$ cat src/accel_gravity_scale_calibrator_defines.svh
// assertion macros for the gravity scale calibrator
// expects clk and rst_n in the scope of use
`ifndef ACCEL_GRAVITY_SCALE_CALIBRATOR_DEFINES_SVH
`define ACCEL_GRAVITY_SCALE_CALIBRATOR_DEFINES_SVH

// same-cycle implication
`define AGSC_ASSERT(label, ante, cons, msg) \
    label: assert property (@(posedge clk) disable iff (!rst_n) (ante) |-> (cons)) \
        else $error(msg);

// next-cycle implication
`define AGSC_ASSERT_NEXT(label, ante, cons, msg) \
    label: assert property (@(posedge clk) disable iff (!rst_n) (ante) |=> (cons)) \
        else $error(msg);

`endif

$ cat src/agsc_pkg.sv
// shared constants, register indexes, state and command types
// no dependencies
`timescale 1ns / 1ps

package agsc_pkg;

    localparam logic [15:0] SETTLE_SAMPLES = 16'd64;
    localparam logic [23:0] TARGET_SAMPLES = 24'd512;
    localparam logic [15:0] MIN_MAG        = 16'd52;
    localparam logic [17:0] SCALE_MAX      = 18'h3FFFF;
    localparam logic [17:0] SCALE_ONE      = 18'd65536;
    localparam logic [23:0] COUNT_MAX      = 24'hFFFFFF;
    localparam logic [15:0] SETTLE_MAX     = 16'hFFFF;
    localparam logic [15:0] SPEED_RESET    = 16'd128;
    localparam logic [14:0] GRAVITY_RESET  = 15'd5021;

    localparam int CFG_IDX_W  = 3;
    localparam int DIV_STEPS  = 40;

    localparam logic [CFG_IDX_W-1:0] REG_BYPASS   = 3'd0;
    localparam logic [CFG_IDX_W-1:0] REG_AUTO_EN  = 3'd1;
    localparam logic [CFG_IDX_W-1:0] REG_OFFSET_X = 3'd2;
    localparam logic [CFG_IDX_W-1:0] REG_OFFSET_Y = 3'd3;
    localparam logic [CFG_IDX_W-1:0] REG_OFFSET_Z = 3'd4;
    localparam logic [CFG_IDX_W-1:0] REG_SPEED    = 3'd5;
    localparam logic [CFG_IDX_W-1:0] REG_GRAVITY  = 3'd6;

    localparam logic [1:0] AXIS_LAST = 2'd2;

    typedef enum logic [3:0] {
        S_IDLE,
        S_UPD,
        S_DIV_START,
        S_DIV_WAIT,
        S_SQR,
        S_ACC,
        S_SQRT_INIT,
        S_SQRT,
        S_MAG,
        S_SCL_START,
        S_SCL_WAIT,
        S_MUL,
        S_RND,
        S_EMIT
    } state_t;

    typedef struct packed {
        logic                 valid;
        logic [CFG_IDX_W-1:0] index;
        logic [15:0]          data;
    } cfg_wr_t;

    typedef struct packed {
        logic load;
        logic update;
        logic div_start;
        logic div_scale;
        logic mul_sqr;
        logic acc_add;
        logic sqrt_init;
        logic sqrt_step;
        logic mag_load;
        logic scale_load;
        logic mul_out;
        logic out_store;
        logic emit;
    } dp_cmd_t;

    typedef struct packed {
        logic cal_req;
        logic div_done;
        logic last_axis;
        logic sqrt_done;
        logic mag_ok;
        logic res_busy;
    } dp_status_t;

endpackage

$ cat src/agsc_if.sv
// sample, result and configuration channel interfaces
// uses agsc_pkg for the register index width
`timescale 1ns / 1ps

interface agsc_sample_if;
    logic               valid;
    logic               ready;
    logic signed [15:0] accel_x;
    logic signed [15:0] accel_y;
    logic signed [15:0] accel_z;
    logic [15:0]        ground_speed;

    modport source (output valid, accel_x, accel_y, accel_z, ground_speed, input ready);
    modport sink   (input valid, accel_x, accel_y, accel_z, ground_speed, output ready);
endinterface

interface agsc_result_if;
    logic               valid;
    logic               ready;
    logic signed [15:0] out_x;
    logic signed [15:0] out_y;
    logic signed [15:0] out_z;
    logic               is_calibrated;
    logic [15:0]        gravity_seen;
    logic [17:0]        scale_now;

    modport source (output valid, out_x, out_y, out_z, is_calibrated, gravity_seen,
                    scale_now, input ready);
    modport sink   (input valid, out_x, out_y, out_z, is_calibrated, gravity_seen,
                    scale_now, output ready);
endinterface

interface agsc_cfg_if;
    logic                           valid;
    logic                           ready;
    logic [agsc_pkg::CFG_IDX_W-1:0] index;
    logic [15:0]                    data;

    modport source (output valid, index, data, input ready);
    modport sink   (input valid, index, data, output ready);
endinterface

$ cat src/agsc_div.sv
// iterative restoring divider, one quotient bit per cycle
// uses agsc_pkg for the step count
`timescale 1ns / 1ps

module agsc_div (
    input  logic        clk,
    input  logic        rst_n,
    input  logic        start,
    input  logic [39:0] dividend,
    input  logic [23:0] divisor,
    output logic        done,
    output logic [39:0] quotient
);

    logic [23:0] rem_reg, rem_next;
    logic [39:0] quo_reg, quo_next;
    logic [23:0] dvs_reg, dvs_next;
    logic [5:0]  cnt_reg, cnt_next;
    logic        busy_reg, busy_next;
    logic [24:0] rem_sh;

    always_comb
    begin
        rem_sh    = {rem_reg, quo_reg[39]};
        rem_next  = rem_reg;
        quo_next  = quo_reg;
        dvs_next  = dvs_reg;
        cnt_next  = cnt_reg;
        busy_next = busy_reg;
        if (start)
        begin
            rem_next  = '0;
            quo_next  = dividend;
            dvs_next  = divisor;
            cnt_next  = 6'(agsc_pkg::DIV_STEPS);
            busy_next = 1'b1;
        end
        else if (busy_reg)
        begin
            if (rem_sh >= {1'b0, dvs_reg})
            begin
                rem_next = 24'(rem_sh - {1'b0, dvs_reg});
                quo_next = {quo_reg[38:0], 1'b1};
            end
            else
            begin
                rem_next = rem_sh[23:0];
                quo_next = {quo_reg[38:0], 1'b0};
            end
            cnt_next = cnt_reg - 6'd1;
            if (cnt_reg == 6'd1)
            begin
                busy_next = 1'b0;
            end
        end
    end

    always_ff @(posedge clk or negedge rst_n)
    begin
        if (!rst_n)
        begin
            busy_reg <= 1'b0;
            cnt_reg  <= '0;
        end
        else
        begin
            busy_reg <= busy_next;
            cnt_reg  <= cnt_next;
        end
    end

    always_ff @(posedge clk)
    begin
        rem_reg <= rem_next;
        quo_reg <= quo_next;
        dvs_reg <= dvs_next;
    end

    assign done     = !busy_reg;
    assign quotient = quo_reg;

endmodule

$ cat src/agsc_dp.sv
// datapath: config and calibration state, mean, square root, scale, output stage
// uses agsc_pkg, agsc_div and the assertion macros
`timescale 1ns / 1ps
`include "accel_gravity_scale_calibrator_defines.svh"

module agsc_dp (
    input  logic                    clk,
    input  logic                    rst_n,
    input  agsc_pkg::cfg_wr_t       cfg_wr,
    input  logic signed [15:0]      accel_x,
    input  logic signed [15:0]      accel_y,
    input  logic signed [15:0]      accel_z,
    input  logic [15:0]             ground_speed,
    input  agsc_pkg::dp_cmd_t       cmd,
    output agsc_pkg::dp_status_t    status,
    input  logic                    res_ready,
    output logic                    res_valid,
    output logic signed [15:0]      out_x,
    output logic signed [15:0]      out_y,
    output logic signed [15:0]      out_z,
    output logic                    is_calibrated,
    output logic [15:0]             gravity_seen,
    output logic [17:0]             scale_now
);

    // configuration
    logic               bypass_reg;
    logic               auto_en_reg;
    logic signed [15:0] off_reg [3];
    logic [15:0]        speed_lim_reg;
    logic [14:0]        grav_tgt_reg;

    // calibration state
    logic               done_reg;
    logic [15:0]        settle_cnt_reg;
    logic [23:0]        sample_cnt_reg;
    logic signed [39:0] sum_reg [3];
    logic [17:0]        scale_reg;
    logic [15:0]        mag_reg;

    // working registers
    logic signed [15:0] raw_reg [3];
    logic [15:0]        speed_reg;
    logic [1:0]         axis_reg;
    logic               neg_reg;
    logic signed [37:0] mul_reg;
    logic [31:0]        acc_reg;
    logic [31:0]        sq_v_reg;
    logic [31:0]        sq_res_reg;
    logic [31:0]        sq_bit_reg;
    logic signed [15:0] pend_reg [3];

    // result register
    logic               res_valid_reg;
    logic signed [15:0] res_out_reg [3];
    logic               res_cal_reg;
    logic [15:0]        res_mag_reg;
    logic [17:0]        res_scale_reg;

    // update decisions
    logic        upd_on;
    logic        still;
    logic [15:0] settle_inc;
    logic [23:0] cnt_inc;
    logic        collect;

    // divider
    logic        div_start;
    logic [39:0] div_dividend;
    logic [23:0] div_divisor;
    logic        div_done;
    logic [39:0] div_quo;
    logic [39:0] sum_abs;

    // multiplier and misc
    logic signed [16:0] mean_val;
    logic signed [18:0] mul_a;
    logic signed [18:0] mul_b;
    logic [32:0]        sq_sum;
    logic [15:0]        mag_sat;
    logic signed [37:0] rnd_val;
    logic signed [23:0] scaled;
    logic signed [23:0] diff;
    logic signed [15:0] sat_val;

    always_comb
    begin
        upd_on     = !bypass_reg && auto_en_reg && !done_reg;
        still      = speed_reg < speed_lim_reg;
        settle_inc = (settle_cnt_reg < agsc_pkg::SETTLE_MAX) ? settle_cnt_reg + 16'd1
                                                             : settle_cnt_reg;
        collect    = settle_inc >= agsc_pkg::SETTLE_SAMPLES;
        cnt_inc    = (sample_cnt_reg < agsc_pkg::COUNT_MAX) ? sample_cnt_reg + 24'd1
                                                            : sample_cnt_reg;
    end

    // divider operand select
    always_comb
    begin
        sum_abs = sum_reg[axis_reg][39] ? 40'(-sum_reg[axis_reg]) : 40'(sum_reg[axis_reg]);
        if (cmd.div_scale)
        begin
            div_dividend = {9'd0, grav_tgt_reg, 16'd0} + {25'd0, mag_reg[15:1]};
            div_divisor  = {8'd0, mag_reg};
        end
        else
        begin
            div_dividend = sum_abs + {17'd0, sample_cnt_reg[23:1]};
            div_divisor  = sample_cnt_reg;
        end
        div_start = cmd.div_start;
    end

    agsc_div u_div (
        .clk      (clk),
        .rst_n    (rst_n),
        .start    (div_start),
        .dividend (div_dividend),
        .divisor  (div_divisor),
        .done     (div_done),
        .quotient (div_quo)
    );

    // shared multiplier operands
    always_comb
    begin
        mean_val = neg_reg ? -$signed({1'b0, div_quo[15:0]}) : $signed({1'b0, div_quo[15:0]});
        if (cmd.mul_out)
        begin
            mul_a = 19'(raw_reg[axis_reg]);
            mul_b = $signed({1'b0, scale_reg});
        end
        else
        begin
            mul_a = 19'(mean_val);
            mul_b = 19'(mean_val);
        end
    end

    // square root step and output rounding
    always_comb
    begin
        sq_sum  = {1'b0, sq_res_reg} + {1'b0, sq_bit_reg};
        mag_sat = (sq_res_reg[31:16] != 16'd0) ? 16'hFFFF : sq_res_reg[15:0];
        rnd_val = (mul_reg + 38'sd32768) >>> 16;
        scaled  = done_reg ? rnd_val[23:0] : 24'(raw_reg[axis_reg]);
        diff    = scaled - 24'(off_reg[axis_reg]);
        if (diff > 24'sd32767)
        begin
            sat_val = 16'sh7FFF;
        end
        else if (diff < -24'sd32768)
        begin
            sat_val = -16'sh8000;
        end
        else
        begin
            sat_val = diff[15:0];
        end
    end

    always_comb
    begin
        status.cal_req   = upd_on && still && collect && (cnt_inc >= agsc_pkg::TARGET_SAMPLES);
        status.div_done  = div_done;
        status.last_axis = axis_reg == agsc_pkg::AXIS_LAST;
        status.sqrt_done = sq_bit_reg == 32'd0;
        status.mag_ok    = mag_sat >= agsc_pkg::MIN_MAG;
        status.res_busy  = res_valid_reg && !res_ready;
    end

    // control-relevant state
    always_ff @(posedge clk or negedge rst_n)
    begin
        if (!rst_n)
        begin
            bypass_reg     <= 1'b0;
            auto_en_reg    <= 1'b1;
            off_reg[0]     <= '0;
            off_reg[1]     <= '0;
            off_reg[2]     <= '0;
            speed_lim_reg  <= agsc_pkg::SPEED_RESET;
            grav_tgt_reg   <= agsc_pkg::GRAVITY_RESET;
            done_reg       <= 1'b0;
            settle_cnt_reg <= '0;
            sample_cnt_reg <= '0;
            sum_reg[0]     <= '0;
            sum_reg[1]     <= '0;
            sum_reg[2]     <= '0;
            scale_reg      <= agsc_pkg::SCALE_ONE;
            mag_reg        <= '0;
            res_valid_reg  <= 1'b0;
        end
        else
        begin
            if (cfg_wr.valid)
            begin
                case (cfg_wr.index)
                    agsc_pkg::REG_BYPASS:   bypass_reg <= cfg_wr.data[0];
                    agsc_pkg::REG_AUTO_EN:
                    begin
                        auto_en_reg <= cfg_wr.data[0];
                        if (!cfg_wr.data[0])
                        begin
                            settle_cnt_reg <= '0;
                            sample_cnt_reg <= '0;
                            sum_reg[0]     <= '0;
                            sum_reg[1]     <= '0;
                            sum_reg[2]     <= '0;
                        end
                    end
                    agsc_pkg::REG_OFFSET_X: off_reg[0] <= cfg_wr.data;
                    agsc_pkg::REG_OFFSET_Y: off_reg[1] <= cfg_wr.data;
                    agsc_pkg::REG_OFFSET_Z: off_reg[2] <= cfg_wr.data;
                    agsc_pkg::REG_SPEED:    speed_lim_reg <= cfg_wr.data;
                    agsc_pkg::REG_GRAVITY:  grav_tgt_reg <= cfg_wr.data[14:0];
                    default:                ;
                endcase
            end

            if (cmd.update && upd_on)
            begin
                if (still)
                begin
                    settle_cnt_reg <= settle_inc;
                    if (collect && (sample_cnt_reg < agsc_pkg::COUNT_MAX))
                    begin
                        sum_reg[0]     <= sum_reg[0] + 40'(raw_reg[0]);
                        sum_reg[1]     <= sum_reg[1] + 40'(raw_reg[1]);
                        sum_reg[2]     <= sum_reg[2] + 40'(raw_reg[2]);
                        sample_cnt_reg <= cnt_inc;
                    end
                end
                else if (settle_cnt_reg != 16'd0)
                begin
                    settle_cnt_reg <= '0;
                    sample_cnt_reg <= '0;
                    sum_reg[0]     <= '0;
                    sum_reg[1]     <= '0;
                    sum_reg[2]     <= '0;
                end
            end

            if (cmd.mag_load)
            begin
                mag_reg <= mag_sat;
            end

            if (cmd.scale_load)
            begin
                scale_reg  <= (div_quo > 40'(agsc_pkg::SCALE_MAX)) ? agsc_pkg::SCALE_MAX
                                                                   : div_quo[17:0];
                done_reg   <= 1'b1;
                sum_reg[0] <= '0;
                sum_reg[1] <= '0;
                sum_reg[2] <= '0;
            end

            if (cmd.emit)
            begin
                res_valid_reg <= 1'b1;
            end
            else if (res_ready)
            begin
                res_valid_reg <= 1'b0;
            end
        end
    end

    // payload and working registers
    always_ff @(posedge clk)
    begin
        if (cmd.load)
        begin
            raw_reg[0] <= accel_x;
            raw_reg[1] <= accel_y;
            raw_reg[2] <= accel_z;
            speed_reg  <= ground_speed;
        end
        if (cmd.update || cmd.sqrt_init)
        begin
            axis_reg <= '0;
        end
        else if (cmd.acc_add || cmd.out_store)
        begin
            axis_reg <= axis_reg + 2'd1;
        end
        if (cmd.update)
        begin
            acc_reg <= '0;
        end
        else if (cmd.acc_add)
        begin
            acc_reg <= acc_reg + mul_reg[31:0];
        end
        if (cmd.div_start && !cmd.div_scale)
        begin
            neg_reg <= sum_reg[axis_reg][39];
        end
        if (cmd.mul_sqr || cmd.mul_out)
        begin
            mul_reg <= mul_a * mul_b;
        end
        if (cmd.sqrt_init)
        begin
            sq_v_reg   <= acc_reg;
            sq_res_reg <= '0;
            sq_bit_reg <= 32'h4000_0000;
        end
        else if (cmd.sqrt_step)
        begin
            if ({1'b0, sq_v_reg} >= sq_sum)
            begin
                sq_v_reg   <= sq_v_reg - sq_sum[31:0];
                sq_res_reg <= (sq_res_reg >> 1) + sq_bit_reg;
            end
            else
            begin
                sq_res_reg <= sq_res_reg >> 1;
            end
            sq_bit_reg <= sq_bit_reg >> 2;
        end
        if (cmd.out_store)
        begin
            pend_reg[axis_reg] <= bypass_reg ? raw_reg[axis_reg] : sat_val;
        end
        if (cmd.emit)
        begin
            res_out_reg[0] <= pend_reg[0];
            res_out_reg[1] <= pend_reg[1];
            res_out_reg[2] <= pend_reg[2];
            res_cal_reg    <= done_reg;
            res_mag_reg    <= mag_reg;
            res_scale_reg  <= scale_reg;
        end
    end

    assign res_valid     = res_valid_reg;
    assign out_x         = res_out_reg[0];
    assign out_y         = res_out_reg[1];
    assign out_z         = res_out_reg[2];
    assign is_calibrated = res_cal_reg;
    assign gravity_seen  = res_mag_reg;
    assign scale_now     = res_scale_reg;

    `AGSC_ASSERT(a_done_sticky, 1'b1, !$fell(done_reg), "calibration flag dropped")
    `AGSC_ASSERT_NEXT(a_scale_frozen, done_reg, $stable(scale_reg), "scale moved after latch")
    `AGSC_ASSERT(a_collect_after_settle, sample_cnt_reg != 24'd0,
                 settle_cnt_reg >= agsc_pkg::SETTLE_SAMPLES, "samples summed before settling")

endmodule

$ cat src/agsc_ctrl.sv
// controller state machine sequencing the datapath
// uses agsc_pkg and the assertion macros
`timescale 1ns / 1ps
`include "accel_gravity_scale_calibrator_defines.svh"

module agsc_ctrl (
    input  logic                 clk,
    input  logic                 rst_n,
    input  logic                 in_valid,
    output logic                 in_ready,
    input  agsc_pkg::dp_status_t status,
    output agsc_pkg::dp_cmd_t    cmd
);

    agsc_pkg::state_t state_reg, state_next;

    always_comb
    begin
        state_next = state_reg;
        case (state_reg)
            agsc_pkg::S_IDLE:      if (in_valid) state_next = agsc_pkg::S_UPD;
            agsc_pkg::S_UPD:       state_next = status.cal_req ? agsc_pkg::S_DIV_START
                                                               : agsc_pkg::S_MUL;
            agsc_pkg::S_DIV_START: state_next = agsc_pkg::S_DIV_WAIT;
            agsc_pkg::S_DIV_WAIT:  if (status.div_done) state_next = agsc_pkg::S_SQR;
            agsc_pkg::S_SQR:       state_next = agsc_pkg::S_ACC;
            agsc_pkg::S_ACC:       state_next = status.last_axis ? agsc_pkg::S_SQRT_INIT
                                                                 : agsc_pkg::S_DIV_START;
            agsc_pkg::S_SQRT_INIT: state_next = agsc_pkg::S_SQRT;
            agsc_pkg::S_SQRT:      if (status.sqrt_done) state_next = agsc_pkg::S_MAG;
            agsc_pkg::S_MAG:       state_next = status.mag_ok ? agsc_pkg::S_SCL_START
                                                              : agsc_pkg::S_MUL;
            agsc_pkg::S_SCL_START: state_next = agsc_pkg::S_SCL_WAIT;
            agsc_pkg::S_SCL_WAIT:  if (status.div_done) state_next = agsc_pkg::S_MUL;
            agsc_pkg::S_MUL:       state_next = agsc_pkg::S_RND;
            agsc_pkg::S_RND:       state_next = status.last_axis ? agsc_pkg::S_EMIT
                                                                 : agsc_pkg::S_MUL;
            agsc_pkg::S_EMIT:      if (!status.res_busy) state_next = agsc_pkg::S_IDLE;
            default:               state_next = agsc_pkg::S_IDLE;
        endcase
    end

    always_comb
    begin
        cmd      = '0;
        in_ready = 1'b0;
        case (state_reg)
            agsc_pkg::S_IDLE:
            begin
                in_ready = 1'b1;
                cmd.load = in_valid;
            end
            agsc_pkg::S_UPD:       cmd.update = 1'b1;
            agsc_pkg::S_DIV_START: cmd.div_start = 1'b1;
            agsc_pkg::S_SQR:       cmd.mul_sqr = 1'b1;
            agsc_pkg::S_ACC:       cmd.acc_add = 1'b1;
            agsc_pkg::S_SQRT_INIT: cmd.sqrt_init = 1'b1;
            agsc_pkg::S_SQRT:      cmd.sqrt_step = !status.sqrt_done;
            agsc_pkg::S_MAG:       cmd.mag_load = 1'b1;
            agsc_pkg::S_SCL_START:
            begin
                cmd.div_start = 1'b1;
                cmd.div_scale = 1'b1;
            end
            agsc_pkg::S_SCL_WAIT:
            begin
                cmd.div_scale  = 1'b1;
                cmd.scale_load = status.div_done;
            end
            agsc_pkg::S_MUL:       cmd.mul_out = 1'b1;
            agsc_pkg::S_RND:       cmd.out_store = 1'b1;
            agsc_pkg::S_EMIT:      cmd.emit = !status.res_busy;
            default:               cmd = '0;
        endcase
    end

    always_ff @(posedge clk or negedge rst_n)
    begin
        if (!rst_n)
        begin
            state_reg <= agsc_pkg::S_IDLE;
        end
        else
        begin
            state_reg <= state_next;
        end
    end

    `AGSC_ASSERT_NEXT(a_one_item, in_valid && in_ready, !in_ready, "second item taken mid-work")

endmodule

$ cat src/accel_gravity_scale_calibrator.sv
// channel    | dir | payload
// sample     | in  | accel_x, accel_y, accel_z, ground_speed
// result     | out | out_x, out_y, out_z, is_calibrated, gravity_seen, scale_now
// cfg        | in  | index, data (register write, always ready)
//
// ordinary item: UPD, then MUL and RND per axis, then EMIT; a new sample is accepted only back in IDLE
// calibrating item: the 40-step divider runs three times for the means and, when the magnitude
// check passes, once more for the scale; the square root runs between the two
// reset clears control and calibration state; no clearing pass
// a waiting result does not block the next accept; the emit waits for the result slot
//
// top level: wires the controller, datapath and channel interfaces
// uses agsc_pkg, agsc_if, agsc_ctrl, agsc_dp
`timescale 1ns / 1ps

module accel_gravity_scale_calibrator (
    input  logic          clk,
    input  logic          rst_n,
    agsc_sample_if.sink   sample,
    agsc_result_if.source result,
    agsc_cfg_if.sink      cfg
);

    agsc_pkg::dp_cmd_t    cmd;
    agsc_pkg::dp_status_t status;
    agsc_pkg::cfg_wr_t    cfg_wr;

    assign cfg.ready    = 1'b1;
    assign cfg_wr.valid = cfg.valid;
    assign cfg_wr.index = cfg.index;
    assign cfg_wr.data  = cfg.data;

    agsc_ctrl u_ctrl (
        .clk      (clk),
        .rst_n    (rst_n),
        .in_valid (sample.valid),
        .in_ready (sample.ready),
        .status   (status),
        .cmd      (cmd)
    );

    agsc_dp u_dp (
        .clk           (clk),
        .rst_n         (rst_n),
        .cfg_wr        (cfg_wr),
        .accel_x       (sample.accel_x),
        .accel_y       (sample.accel_y),
        .accel_z       (sample.accel_z),
        .ground_speed  (sample.ground_speed),
        .cmd           (cmd),
        .status        (status),
        .res_ready     (result.ready),
        .res_valid     (result.valid),
        .out_x         (result.out_x),
        .out_y         (result.out_y),
        .out_z         (result.out_z),
        .is_calibrated (result.is_calibrated),
        .gravity_seen  (result.gravity_seen),
        .scale_now     (result.scale_now)
    );

endmodule

$ cat src/flat_wrapper.sv
// flat-port wrapper written by rule: the top's interface ports become plain ports
module accel_gravity_scale_calibrator_flat 
  (clk, rst_n, sample_valid, sample_accel_x, sample_accel_y, sample_accel_z, sample_ground_speed, sample_ready, result_valid, result_out_x, result_out_y, result_out_z, result_is_calibrated, result_gravity_seen, result_scale_now, result_ready, cfg_valid, cfg_index, cfg_data, cfg_ready);
  agsc_sample_if sample_i ();
  agsc_result_if result_i ();
  agsc_cfg_if cfg_i ();
  input  logic clk;
  input  logic rst_n;
  input wire logic [$bits(sample_i.valid)-1:0] sample_valid;
  input wire logic [$bits(sample_i.accel_x)-1:0] sample_accel_x;
  input wire logic [$bits(sample_i.accel_y)-1:0] sample_accel_y;
  input wire logic [$bits(sample_i.accel_z)-1:0] sample_accel_z;
  input wire logic [$bits(sample_i.ground_speed)-1:0] sample_ground_speed;
  output wire logic [$bits(sample_i.ready)-1:0] sample_ready;
  output wire logic [$bits(result_i.valid)-1:0] result_valid;
  output wire logic [$bits(result_i.out_x)-1:0] result_out_x;
  output wire logic [$bits(result_i.out_y)-1:0] result_out_y;
  output wire logic [$bits(result_i.out_z)-1:0] result_out_z;
  output wire logic [$bits(result_i.is_calibrated)-1:0] result_is_calibrated;
  output wire logic [$bits(result_i.gravity_seen)-1:0] result_gravity_seen;
  output wire logic [$bits(result_i.scale_now)-1:0] result_scale_now;
  input wire logic [$bits(result_i.ready)-1:0] result_ready;
  input wire logic [$bits(cfg_i.valid)-1:0] cfg_valid;
  input wire logic [$bits(cfg_i.index)-1:0] cfg_index;
  input wire logic [$bits(cfg_i.data)-1:0] cfg_data;
  output wire logic [$bits(cfg_i.ready)-1:0] cfg_ready;
  assign sample_i.valid = sample_valid;
  assign sample_i.accel_x = sample_accel_x;
  assign sample_i.accel_y = sample_accel_y;
  assign sample_i.accel_z = sample_accel_z;
  assign sample_i.ground_speed = sample_ground_speed;
  assign sample_ready = sample_i.ready;
  assign result_valid = result_i.valid;
  assign result_out_x = result_i.out_x;
  assign result_out_y = result_i.out_y;
  assign result_out_z = result_i.out_z;
  assign result_is_calibrated = result_i.is_calibrated;
  assign result_gravity_seen = result_i.gravity_seen;
  assign result_scale_now = result_i.scale_now;
  assign result_i.ready = result_ready;
  assign cfg_i.valid = cfg_valid;
  assign cfg_i.index = cfg_index;
  assign cfg_i.data = cfg_data;
  assign cfg_ready = cfg_i.ready;
  accel_gravity_scale_calibrator u_core (.clk(clk), .rst_n(rst_n), .sample(sample_i), .result(result_i), .cfg(cfg_i));
endmodule
$ cat config.mk
export PLATFORM = sky130hd
export DESIGN_NAME = accel_gravity_scale_calibrator_flat
export DESIGN_NICKNAME = d
export VERILOG_FILES = /design/src/agsc_pkg.sv /design/src/agsc_if.sv /design/src/agsc_div.sv /design/src/agsc_dp.sv /design/src/agsc_ctrl.sv /design/src/accel_gravity_scale_calibrator.sv /design/src/flat_wrapper.sv
export VERILOG_INCLUDE_DIRS = /design/src /design/src/src
export SDC_FILE = /design/constraint.sdc
export NUM_CORES = 2
export LEC_CHECK = 0
export ABC_AREA = 1
export BUFFER_PORTS_ARGS = -buffer_cell sky130_fd_sc_hd__buf_2
export CAP_MARGIN = 30
export CORE_MARGIN = 2
export CORE_UTILIZATION = 55
export CTS_CLUSTER_SIZE = 30
export DETAILED_ROUTE_END_ITERATION = 10
export HOLD_SLACK_MARGIN = 0.15
export PLACE_DENSITY_LB_ADDON = 0.25
export SKIP_LAST_GASP = 1
export SYNTH_ARGS = -nofsm -noshare
export SYNTH_HDL_FRONTEND = slang
export SYNTH_SLANG_ARGS = --single-unit
$ cat constraint.sdc
create_clock -name clk -period 7.9 [get_ports clk]
set_input_delay 1.185 -clock clk [delete_from_list [all_inputs] [get_ports clk]]
set_output_delay 1.185 -clock clk [all_outputs]
set_load 0.03 [all_outputs]
After elaboration in Yosys (flattened, before gate mapping)
Memory sizes are Yosys's and may differ from the RTL's. A register that Yosys moved wholly into a read port is not among the register bits.
Cells that the tools add are included.
- RAM bits: 144
- memories: 3
- latch bits: 0
- logic and storage cells: 222
- output and inout bits: 86
- register bits: 580
- memory bits (read-only): 0
- memory list (name ; depth ; width ; read ports ; clocked after Yosys merged registers in ; wr ports ; RTL line ; RTL):
    u_core.u_dp.pend_reg ; 3 ; 16 ; 3 ; 0 ; 1 ; agsc_dp.sv:51 ; logic signed [15:0] pend_reg [3];
    u_core.u_dp.raw_reg ; 3 ; 16 ; 4 ; 1 ; 3 ; agsc_dp.sv:42 ; logic signed [15:0] raw_reg [3];
    u_core.u_dp.res_out_reg ; 3 ; 16 ; 3 ; 0 ; 3 ; agsc_dp.sv:55 ; logic signed [15:0] res_out_reg [3];
- divide/modulo/power cells: 0
- $lt $le $gt $ge: 12
- multipliers: 1
- bitwise logic cells: 1
- $add $sub $neg: 18
- multiplexer cells: 88
- shifts and indexed selects: 0
- equality and inequality tests: 26
- reduce and logical (&&, ||, !) cells: 39
- operator list (kind ; number):
    120-bit 2-to-1 mux ; 8
    24-bit 2-to-1 mux ; 10
    40-bit 2-to-1 mux ; 6
    16-bit 2-to-1 mux ; 14
    32-bit 2-to-1 mux ; 4
    40-bit by 16-bit adder with 40-bit output ; 3
    40-bit binary-select mux with 2-bit select ; 1
    4-bit case mux with 14 select lines ; 1
    40-bit by 23-bit adder with 40-bit output ; 1
    40-bit by 18-bit greater-than comparator with 1-bit output (second input constant) ; 1
    40-bit negator ; 1
    38-bit by 17-bit adder with 38-bit output (second input constant) ; 1
    19-bit by 19-bit multiplier with 38-bit output ; 1
    19-bit 2-to-1 mux ; 2
    32-bit by 31-bit adder with 33-bit output ; 1
    32-bit by 33-bit greater-or-equal comparator with 1-bit output ; 1
    31-bit by 15-bit adder with 32-bit output ; 1
    31-bit by 31-bit adder with 32-bit output ; 1
    32-bit adder ; 1
    16-bit binary-select mux with 2-bit select ; 1
    32-bit logical NOT ; 1
    16-bit nonzero test ; 2
    32-bit subtractor ; 1
    1-bit 2-to-1 mux ; 26
    43 further kinds ; 95

Depth between registers and ports, before layout
- word-level depth: 9
- depth in mapped cells: 40

Cells and area by module
From an unflattened synthesis, not the netlist that was laid out.
- cell total of the unflattened synthesis: 8905
- area, all modules: 65537.9 sq um
- by module, submodules not included (module ; times used ; area each (sq um) ; cells each):
    agsc_dp ; 1 ; 59258.1 ; 8026
    agsc_div ; 1 ; 5798.1 ; 788
    agsc_ctrl ; 1 ; 470.5 ; 89
    accel_gravity_scale_calibrator ; 1 ; 11.3 ; 2

Worst setup path before layout
OpenSTA, ideal clock, no wires.
- path type: register to register
- from: reg u_core.u_dp.u_div.quo_reg[0], in the netlist u_core.u_dp.u_div.quotient[0]
- to: reg u_core.u_dp.mul_reg[37], data pin
- period minus slack after synthesis: 7785 ps
- cell stages (with the launch flop): 37
- buffers on the path: 1
- arrival time: 7526 ps
- data required time: 7640 ps
- path slack: 115 ps
- path through: edfxtp_1 -> inv_1 -> ha_1 -> inv_1 -> nor3_1 -> inv_1 -> nor3_1 -> nand2_1 -> inv_1 -> nand3_1 -> nand2_1 -> o21ai_0 -> inv_1 -> nand2_1 -> nand2_1 -> clkbuf_1 -> nor2_1 -> fa_1 -> fa_1 -> inv_1 -> fa_1 -> inv_1 -> fa_1 -> fa_1 -> fa_1 -> ha_1 -> ha_1 -> nand2_1 -> inv_1 -> nand2_1 -> nor3_1 -> nand3_1 -> nand3_1 -> nand2_1 -> o211ai_1 -> a21oi_1 -> xnor2_1
- word-level cells in the longest chain between the ends: 4
- RTL lines (what ; RTL line ; RTL):
    start: declaration ; agsc_div.sv:16 ; logic [39:0] quo_reg, quo_next;
    start signal: assignment ; agsc_div.sv:75 ; quo_reg <= quo_next;
    16-bit negator with 17-bit output ; agsc_dp.sv:127 ; mean_val = neg_reg ? -$signed({1'b0, div_quo[15:0]}) : $signed({1'b0, div_quo[15:0]});
    17-bit 2-to-1 mux (*) ; agsc_dp.sv:127 ;
    19-bit 2-to-1 mux ; agsc_dp.sv:128 ; if (cmd.mul_out)
    19-bit by 19-bit multiplier with 38-bit output (*) ; agsc_dp.sv:302 ; mul_reg <= mul_a * mul_b;
    end signal: assignment ; agsc_dp.sv:302 ;
    end: declaration ; agsc_dp.sv:46 ; logic signed [37:0] mul_reg;
Mark *: on every way between the ends. The rest lies on a longest branch, timed or not.
A chain may end at the register's enable or synchronous reset.

Worst setup path after layout
- from: reg u_core.u_dp.u_div.quo_reg[0], in the netlist u_core.u_dp.u_div.quotient[0]
- to: reg u_core.u_dp.mul_reg[36], data pin
The elaborated chain is that of the path after synthesis.

==> impl_summary.md <==
Drt
After detailed routing, the number of vias per cell comes to 5.86. The detail route stage leaves a number of antenna-violating nets equal to 0. For this run, design rule violations remaining after detail routing come to 0. The detailed router's first-iteration violation count is 7066. The average wire per standard cell is 21.2 um. The wire length after detailed routing is between 200000 and 250000 um. The pre-antenna-repair detailed-routing pass consisted of 7 iterations.

The number of vias in the routed layout is about 64000.

Critical path
The critical path arrival is 8.16 ns. STA classifies the critical path endpoint as a register. The capture point of the worst path is u_core.u_dp.mul_reg[36].

The worst register-to-register path has a setup slack of 0.20 ns. The worst register-to-register path has a depth of 34. The largest individual stage delay along the critical path comes from the cell fa_1. In this design, the stage delay of the slowest critical-path cell is 0.55 ns. The critical path launch point type is a register. Of all nets on the critical path, the largest fanout is 8.

The most common cell type on the critical path is fa_1. The start-to-end type of the worst setup path is reg2reg. The data required time at the worst endpoint is 8.36 ns. The critical path starts at u_core.u_dp.u_div.quotient[0]. In this run the critical register-to-register path is launched from u_core.u_dp.u_div.quotient[0]. The capture instance of the worst register-to-register path is u_core.u_dp.mul_reg[36].

Placed design
The count of input and output buffers is 172. The routability-driven placement congestion ratio is between 1 and 1.5. The area after detailed placement is roughly 70000 sq um. The HPWL after detailed placement is around 180000 um.

Synth
The number of warnings reported in the yosys synthesis log is 0. The cell taking the most area after synthesis is edfxtp_1. The fraction of registers with async set or reset after synthesis is between 30% and 40%. A synthesized cell averages ~7.3 sq um.

The area share of the largest cell type after synthesis is between 10% and 20%. The part of the Yosys area used for sequential elements is approximately 29%. The multiplexer share of the synthesized area is 0%. The area fraction in compound gates after synthesis is 14.1%. The netlist area before placement is ~66000 sq um. The commonest register cell after synthesis is edfxtp_1. The synthesized netlist devotes 24.6% of its cell area to simple gates.

The net count after synthesis is approximately 9900. Summing the areas of all fa, ha and maj instances in the mapped netlist gives approximately a fifth of the synthesized area. Counting flops with a built-in enable in the synthesized netlist gives 330.

Yosys attributes the largest share of cell area to edfxtp_1 15%, nand2_1 13%, fa_1 11%. The flop and latch count out of synthesis is 726. The number of unique standard cell types used by synthesis is 68. The number of standard cells after synthesis is approximately 9000.

Of the total synthesized cell area, the portion taken by XOR and XNOR cells is ~4.3%. The combinational family with the most area after synthesis is simple AND/OR/NAND/NOR gates.

Final layout
The number of nets at the end of the flow is approximately 10000. The most frequent standard cell in the layout excluding fill and tap cells is nand2_1. The register with the most flip-flops in the layout has 120 of them. Summing all non-filler instances in the final layout gives an area of between 70000 and 80000 sq um. The top cell types in the final layout, fill and taps aside, are 2222 x nand2_1, 1202 x inv_1, 813 x nor2_1, 634 x a21oi_1, 620 x o21ai_0.

The share of the core filled with cells in the final layout is roughly 63%. The ratio of cells with drive above 1 in the final layout is around 10%. From synthesis to final layout, the design area changed by 13.5%.

GRT
The aggregate global-route resource usage is 37.5%. The via count of the first global-routing pass is just over 60000. The total overflow left after global routing is 0.

The largest net degree at the start of global routing is roughly 130. The initial antenna violation count is 7. The first-pass GRT wire length is between 300000 and 400000 um.

Clock tree
The source-to-sink clock delay at the later pin of the worst-skew pair is 0.74 ns. Clock tree synthesis found a total of slightly above 700 sinks. The CTS buffer count is between 80 and 90. The number of hold buffers added after CTS is 0. Clock-pin slew was measured on the worst setup and hold paths at 0.07 ns.

The TritonCTS clock tree is built. The buffer cell driving the clock tree root is clkbuf_16. The H-tree was split into 3 levels. The clock passes through at most 3 buffers.

Timing
Setup repair after global routing could not meet its margin everywhere. Headroom to the max-slew limit came out at between 30% and 40%. The final setup violation count is 0. The minimum hold slack is ~0.4 ns.

The final hold violation count came to 0. The max-slew violation count came to 0. The post-route clock skew is around 0.039 ns. Derived from the worst setup path, the maximum achievable clock frequency is around 130 MHz. The worst path uses between 90% and 100% of the clock period.

The actual transition at the worst max-transition pin is around 1.0 ns. After layout, the minimum clock period comes to between 7 and 8 ns.

Outcome
The run finished with clean final reports.

Floorplanning
The die outline width is roughly 350 um. The initial utilization of the core area, before any placement, comes to between 50 and 60%. In this run the vertical extent of the chip is 350 um. The placement row count is around 130.

Pin placement for this block handled 174 I/O pins. The core area is roughly 120000 sq um. The die outline area is 123000 sq um.

Flow run
The tool flagged a number of max-cap violations equal to 0.

Hold path
In this run the worst hold path is classified as reg2reg. Along the worst hold path, the cell count comes to 0.
critical path, delay by kind of cell, from the launching register on:
| family | cells | cell delay, ns |
|---|---|---|
| xor+xnor | 1 | 0.14 |
| fa+ha+maj | 9 | 3.99 |
| simple gates | 10 | 1.33 |
| buf+inv | 11 | 1.27 |
| flops | 1 | 0.43 |
| compound gates | 3 | 0.28 |
cells in the mapped netlist, drive strengths merged (14+ instances only):
master / number
nand2: 2246
inv: 1241
nor2: 844
o21ai: 663
a21oi: 661
nand3: 566
ha: 421
fa: 353
edfxtp: 330
dfrtp: 277
clkbuf: 221
xor2: 170
xnor2: 151
dfxtp: 108
nor3: 100
a31oi: 99
nand4: 81
buf: 78
nor4: 44
a21o: 38
or2: 36
o211ai: 35
o21a: 35
a21boi: 26
nand3b: 24
o21bai: 20
a2bb2oi: 15
o22ai: 15
o32ai: 14
cell type report:
cell class	instances	area (sq um)
flip-flops and latches	726	19300
fillers	10500	43600
clock inverters	54	769
diodes	2	5.00
repair buffers	526	3820
clock buffers	104	2290
well taps	1600	2000
inverters	1253	4730
multi-input cells	6728	41900
what timing repair did:
action                                  in CTS  in global routing
buffers inserted                             5                 32
pin swaps                                    0                119
endpoints found under the setup margin      19                 23
gates cloned                                 0                  1
resized for setup                           27                229
per-layer routing:
metal	track usage [%]	vias up	wire (um)
met4	13.8	2	9430
li1	-	30100	-
met2	55.8	3226	98600
met5	0	-	12
met1	52.6	30500	96900
met3	9.86	533	28600
how the worst min path moves through the flow:
stage                                     start                        endpoint  slack (ns)
global placement    u_core.u_dp.pend_reg[2][14]  u_core.u_dp.res_out_reg[0][46]        0.40
detailed placement  u_core.u_dp.pend_reg[0][15]  u_core.u_dp.res_out_reg[0][15]        0.40
finish              u_core.u_dp.pend_reg[2][12]  u_core.u_dp.res_out_reg[0][44]        0.40
global route        u_core.u_dp.pend_reg[2][12]  u_core.u_dp.res_out_reg[0][44]        0.42
floorplan            u_core.u_dp.pend_reg[0][0]   u_core.u_dp.res_out_reg[0][0]        0.40
CTS                 u_core.u_dp.pend_reg[2][12]  u_core.u_dp.res_out_reg[0][44]        0.41
through the flow:
stage / cells / TNS (ns) / worst slack, ns
2_1_floorplan: 9006 / 0 / 0.115
3_3_place_gp: 10800 / -0.464 / -0.101
3_5_place_dp: 10800 / -2.11 / -0.252
4_1_cts: 11000 / 0 / 0.0205
5_1_grt: 11000 / -0.466 / -0.116
6_report: 11000 / 0 / 0.205
cell families (layout without fill, tap and decap cells):
family,after synthesis,in the layout
simple gates,3952,3952
compound gates,1679,1679
buf+inv,1552,1937
fa+ha+maj,774,774
flops,726,726
xor+xnor,321,321
other cells,2,4
Power is not shown: default switching activity piles up to over one toggle a cycle in this logic, so the estimate is an artifact.
